File: src/sv/ffe_delay.sv
// ----------------------------------------------------------------------------
// ffe_delay: fixed-length register delay line
// Keeps side data aligned with the physical flux units.
// ----------------------------------------------------------------------------
module ffe_delay #(
   parameter int WIDTH = 8,
   parameter int DEPTH = 4
) (
   input  logic             clock,
   input  logic [WIDTH-1:0] din,
   output logic [WIDTH-1:0] dout
);

   logic [WIDTH-1:0] tap_ff [DEPTH];

   // shift line
   always_ff @(posedge clock) begin
      tap_ff[0] <= din;
      for (int i = 1; i < DEPTH; i++) begin
         tap_ff[i] <= tap_ff[i-1];
      end
   end

   assign dout = tap_ff[DEPTH-1];

endmodule

File: config.mk
export PLATFORM = sky130hd
export DESIGN_NAME = ffe_delay
export DESIGN_NICKNAME = d
export VERILOG_FILES = /design/src/sv/ffe_delay.sv
export SDC_FILE = /design/constraint.sdc
export NUM_CORES = 1
export LEC_CHECK = 0
export BUFFER_PORTS_ARGS = -buffer_cell sky130_fd_sc_hd__clkbuf_2
export CORE_AREA = 2 2 39 41
export CTS_BUF_LIST = sky130_fd_sc_hd__clkbuf_8
export DETAILED_ROUTE_END_ITERATION = 16
export DIE_AREA = 0 0 41 43
export MAX_ROUTING_LAYER = met4
export PLACE_DENSITY = 0.84
export RECOVER_POWER = 50
export REMOVE_ABC_BUFFERS = 1
export SETUP_SLACK_MARGIN = 0.1
export SYNTH_ARGS = -nofsm -noshare
export SYNTH_HDL_FRONTEND = slang
export SYNTH_SLANG_ARGS = --single-unit
File: constraint.sdc
create_clock -name clock -period 0.9 [get_ports clock]
set_clock_uncertainty 0.2 [all_clocks]
set_input_delay 0.09 -clock clock [delete_from_list [all_inputs] [get_ports clock]]
set_output_delay 0.09 -clock clock [all_outputs]
set_load 0.01 [all_outputs]
==> results.json, run 1 <==
{
  "status": "complete, but fails checks",
  "violations": "setup timing",
  "hold_path_class": "reg2reg",
  "port_buffers": 16,
  "multi_input_cells": 0,
  "vias": 291,
  "grt_use_total_pct": 11.0,
  "synth_compound_area_share_pct": 0,
  "critPathArrivalTime_ns": 0.69,
  "overflow": 0,
  "synth.area.mux_share_pct": 0,
  "yosysWarnings": 0,
  "synth-simple-area-share_pct": 0,
  "netlist_instances": 32,
  "grt_pass1_vias": 287,
  "clk_pin_slew_ns": 0.06,
  "clockBufferDepth": 2,
  "path_buf_inv": 1,
  "n_fill_cell": 108,
  "multiInputGateArea_um2": 0,
  "power_density_mw_per_mm2": 2900,
  "largest_reg_flops": 32,
  "insertion_delay_ns": 0.26,
  "die_y_um": 43,
  "grt_antenna_before_repair": 0,
  "synth_xor_area_share_pct": 0,
  "via_per_inst": 3.68,
  "path_class": "reg2out",
  "crit_path_start_kind": "register",
  "regMostFlops": "tap_ff",
  "ys_ff_latch": 32,
  "fin_crit_sh_pct": 109,
  "period_minus_slack_ns": 0.982,
  "drive_gt1_share_pct": 38.1,
  "slowest_delay_ns": 0.32,
  "worstPathCellList": "buf_6",
  "area_delta_synth_final_pct": 44.3,
  "antennaDiodeCount": 0,
  "cp-end-kind": "output pin",
  "drt-initial-drc-count": 2,
  "antenna_left": 0,
  "fp-row-count": 14,
  "cp_top_family": "flip-flops",
  "post-route-util_pct": 66.8,
  "gp_congestion": 0.510,
  "synthAdderAreaFrac_pct": 0,
  "maxCapViolCount": 0,
  "layout.nets": 72,
  "wl_per_cell_um": 8.72,
  "finalInstanceArea_um2": 925,
  "leakagePower_nw": 0.421,
  "hold_viol_final": 0,
  "design.core.area_mm2": 0.00138,
  "cts_tree": "done",
  "cts_inserted_buffers": 5,
  "synth_seq_area_share_pct": 100,
  "ioPinCount": 17,
  "slew_violations": 0,
  "slowest_stage": "dfxtp_2",
  "vdd_drop_max_mv": 1.64,
  "dieArea_mm2": 0.00176,
  "drc_errors": 0,
  "finalWirelength_um": 689,
  "post_dp_cell_area_um2": 741,
  "setup-violations-final": 8,
  "cts.sink_count": 32,
  "seqCellArea_um2": 642,
  "synth_top_area_share_pct": 100,
  "grt_setup_unrepaired": "true",
  "h-tree-depth": 2,
  "die_x_um": 41,
  "ys_types": 1,
  "drt_first_pass_iters": 2,
  "path_max_fanout": 1,
  "synth_area_leaders": "dfxtp_1 (100%)",
  "initial_core_util_pct": 46.3,
  "grt_pass1_wl_um": 1060,
  "relSlewSlack_pct": 95.8,
  "cts_root_buf": "clkbuf_8",
  "fmax_mhz": 1020,
  "syn_avg_cell_area_um2": 20.0,
  "fin_setup_tns_ns": -0.592,
  "cts_setup_buffers": 0,
  "synth_area_um2": 641,
  "worst_pin_slew_ns": 0.0634,
  "synth_top_cell_by_area": "dfxtp_1",
  "cp.required_ns": 0.61,
  "worst_slack_ns": -0.0816,
  "grt_max_degree": 10,
  "reg_top3": "tap_ff: 32 flops"
}
-- cell families (layout without fill, tap and decap cells) --
logic type  after synthesis  in the layout
flops                    32             32
buf+inv                   0             31
-- path summary, 6_finish.rpt --
check / startpoint / endpoint / slack, ns / depth (start not counted)
worst max register to register: tap_ff[2][1]$_DFF_P_ / tap_ff[3][1]$_DFF_P_ / 0.30 / 0
worst min register to register: tap_ff[1][4]$_DFF_P_ / tap_ff[2][4]$_DFF_P_ / 0.12 / 0
worst max-delay path: tap_ff[3][7]$_DFF_P_ / dout[7] / -0.08 / 1
worst min-delay path: tap_ff[1][4]$_DFF_P_ / tap_ff[2][4]$_DFF_P_ / 0.12 / 0
-- cells in the mapped netlist (all sizes together) --
| cell | instances |
|---|---|
| dfxtp | 32 |
-- layout by cell type (no fill, tap or decap) --
cell type	instances
buf_2	7
buf_6	1
clkbuf_2	8
clkbuf_8	7
dfxtp_1	31
dfxtp_2	1
dlygate4sd3_1	8
-- layer usage --
layer / share of wire, % / wire (µm) / vias up / global-route usage, %
li1: - / - / 156 / -
met1: 43 / 296 / 119 / 9.86
met2: 46 / 315 / 16 / 13.4
met3: 11 / 76 / 0 / 9.42
met4: 0 / 0 / 0 / 10.0
met5: 0 / 0 / - / -
-- through the flow --
| stage | std cells | total power [mW] | worst slack, ns | hold WS [ns] |
|---|---|---|---|---|
| global placement | 64 | 1.58 | 0.207 | -0.00793 |
| finish | 79 | 2.68 | -0.0816 | 0.124 |
| detailed placement | 64 | 1.58 | 0.185 | -0.00609 |
| CTS | 79 | 2.71 | -0.104 | 0.125 |
| global route | 79 | 2.79 | -0.112 | 0.133 |
| floorplan | 32 | 1.55 | 0.279 | -0.0823 |
-- cell type report --
| cell class | count | share of cell area [%] |
|---|---|---|
| tap | 16 | 2.17 |
| sequential | 32 | 69.4 |
| timing repair buffer | 24 | 18.0 |
| clock buffer | 7 | 10.4 |
-- where the power goes --
part	leakage, nW	switching, mW	internal [mW]
logic	0.100	0.0232	0.0492
registers	0.270	0.0160	1.49
clock network	0.0503	0.423	0.679
total	0.421	0.463	2.22
-- repair_timing --
action / 4_1_cts / 5_1_grt
endpoints found under the hold margin: 8 / 0
hold buffers: 8 / 0
setup endpoints to repair: 8 / 8
resized for setup: 1 / 9
No activity file was read; power rests on OpenSTA's default activity.
==> run 2, diff against run 1 <==
--- a/config.mk
+++ b/config.mk
@@ -11,7 +11,7 @@
 export DETAILED_ROUTE_END_ITERATION = 16
 export DIE_AREA = 0 0 41 43
 export MAX_ROUTING_LAYER = met4
-export PLACE_DENSITY = 0.84
+export PLACE_DENSITY_LB_ADDON = 0.25
 export RECOVER_POWER = 50
 export REMOVE_ABC_BUFFERS = 1
 export SETUP_SLACK_MARGIN = 0.1
==> results.json, run 2 (synthesized netlist as in run 1, its figures left out) <==
{
  "status": "complete, but fails checks",
  "violations": "setup timing",
  "rr_endpoint": "tap_ff[1][3]$_DFF_P_",
  "setup-violations-final": 8,
  "fp-row-count": 14,
  "r2r_slack_ns": 0.29,
  "layout.nets": 72,
  "path_max_fanout": 1,
  "layout_commonest_cell": "dfxtp_1",
  "vias": 320,
  "r2r_cells": 0,
  "grt_antenna_before_repair": 0,
  "grt_use_total_pct": 12.1,
  "via_per_inst": 4.00,
  "hold_viol_final": 0,
  "vdd_drop_max_mv": 1.50,
  "fin_crit_sh_pct": 109,
  "power_density_mw_per_mm2": 2820,
  "insertion_delay_ns": 0.27,
  "slew_violations": 0,
  "slowest_delay_ns": 0.31,
  "path_class": "reg2out",
  "initial_core_util_pct": 46.3,
  "cts_root_buf": "clkbuf_8",
  "die_y_um": 43,
  "h-tree-depth": 2,
  "grt_pass1_wl_um": 1080,
  "leakagePower_nw": 0.426,
  "port_buffers": 16,
  "wl_per_cell_um": 8.24,
  "area_delta_synth_final_pct": 44.5,
  "cts_tree": "done",
  "grt_setup_unrepaired": "true",
  "cts.sink_count": 32,
  "cp-end-kind": "output pin",
  "total_power_mw": 2.61,
  "drc_errors": 0,
  "antennaDiodeCount": 0,
  "worstPathCellList": "buf_2",
  "reg_top3": "tap_ff: 32 flops",
  "grt_max_degree": 10,
  "multi_input_cells": 0,
  "dieArea_mm2": 0.00176,
  "slowest_stage": "dfxtp_1",
  "hold_path_end": "tap_ff[2][5]$_DFF_P_",
  "mostFrequentLayoutCells": "dfxtp_1 (30), dlygate4sd3_1 (8), clkbuf_2 (8), clkbuf_8 (6), buf_2 (6)",
  "overflow": 0,
  "antenna_left": 0,
  "worst_pin_slew_ns": 0.0570,
  "grt_pass1_vias": 285,
  "finalWirelength_um": 659,
  "final_cells": 80,
  "cts_inserted_buffers": 5,
  "critPathArrivalTime_ns": 0.69,
  "cts_setup_buffers": 0,
  "maxCapViolCount": 0,
  "die_x_um": 41,
  "clockBufferDepth": 2,
  "drt_first_pass_iters": 3,
  "relSlewSlack_pct": 96.2,
  "largest_reg_flops": 32,
  "period_minus_slack_ns": 0.984,
  "drt-initial-drc-count": 4,
  "gp_congestion": 0.526,
  "worst_slack_ns": -0.0836,
  "place_ws_ns": 0.195,
  "fin_setup_tns_ns": -0.626,
  "design.core.area_mm2": 0.00138,
  "regMostFlops": "tap_ff",
  "multiInputGateArea_um2": 0,
  "hold-path-cell-count": 0,
  "path_buf_inv": 1,
  "clk_pin_slew_ns": 0.06,
  "dp.cells": 64,
  "fmax_mhz": 1020,
  "r2r-start": "tap_ff[0][3]$_DFF_P_",
  "post-route-util_pct": 66.9,
  "hold_path_class": "reg2reg",
  "crit_path_start_kind": "register",
  "ioPinCount": 17,
  "cp.required_ns": 0.61,
  "drive_gt1_share_pct": 37.5,
  "min_from": "tap_ff[1][5]$_DFF_P_",
  "cp_top_family": "flip-flops"
}
==> run 2: area by class of cell <==
cell class	count	area, µm²
Clock buffer	6	82.6
Clock inverter	2	7.51
Fill cell	107	458
Sequential cell	32	643
Tap cell	16	20.0
Timing Repair Buffer	24	173
==> run 2: routing by layer <==
metal  GRT usage [%]  part of all wire, %  wire length (µm)
met1            9.12                   35               228
met3            14.1                   14                90
met2            12.5                   47               310
met5               -                    0                 0
met4            14.0                  4.4                29
==> run 2: stage by stage <==
step	hold WS [ns]	cell area (µm²)
2_1_floorplan	-0.0823	641
3_3_place_gp	-0.00753	741
3_5_place_dp	-0.00609	741
4_1_cts	0.124	911
5_1_grt	0.130	926
6_report	0.123	926
==> run 2: repair_timing <==
action,4_1_cts,5_1_grt
setup endpoints to repair,8,8
gates resized for setup,0,12
hold buffers,8,0
pin swaps,0,0
hold endpoints to repair,8,0
==> run 2: how the worst max path moves through the flow <==
| stage | startpoint | end | slack (ns) | cells after the start |
|---|---|---|---|---|
| 5_1_grt | tap_ff[3][3]$_DFF_P_ | dout[3] | -0.13 | 1 |
| 3_3_place_gp | tap_ff[3][7]$_DFF_P_ | dout[7] | 0.21 | 1 |
| 3_5_place_dp | tap_ff[3][3]$_DFF_P_ | dout[3] | 0.20 | 1 |
| 2_1_floorplan | tap_ff[3][0]$_DFF_P_ | dout[0] | 0.28 | 0 |
| 6_report | tap_ff[3][3]$_DFF_P_ | dout[3] | -0.08 | 1 |
| 4_1_cts | tap_ff[3][3]$_DFF_P_ | dout[3] | -0.11 | 1 |
==> run 2: power breakdown <==
| part | total [mW] | switching, mW | internal (mW) |
|---|---|---|---|
| combinational | 0.0750 | 0.0232 | 0.0518 |
| sequential | 1.51 | 0.0155 | 1.49 |
| clock | 1.03 | 0.429 | 0.598 |
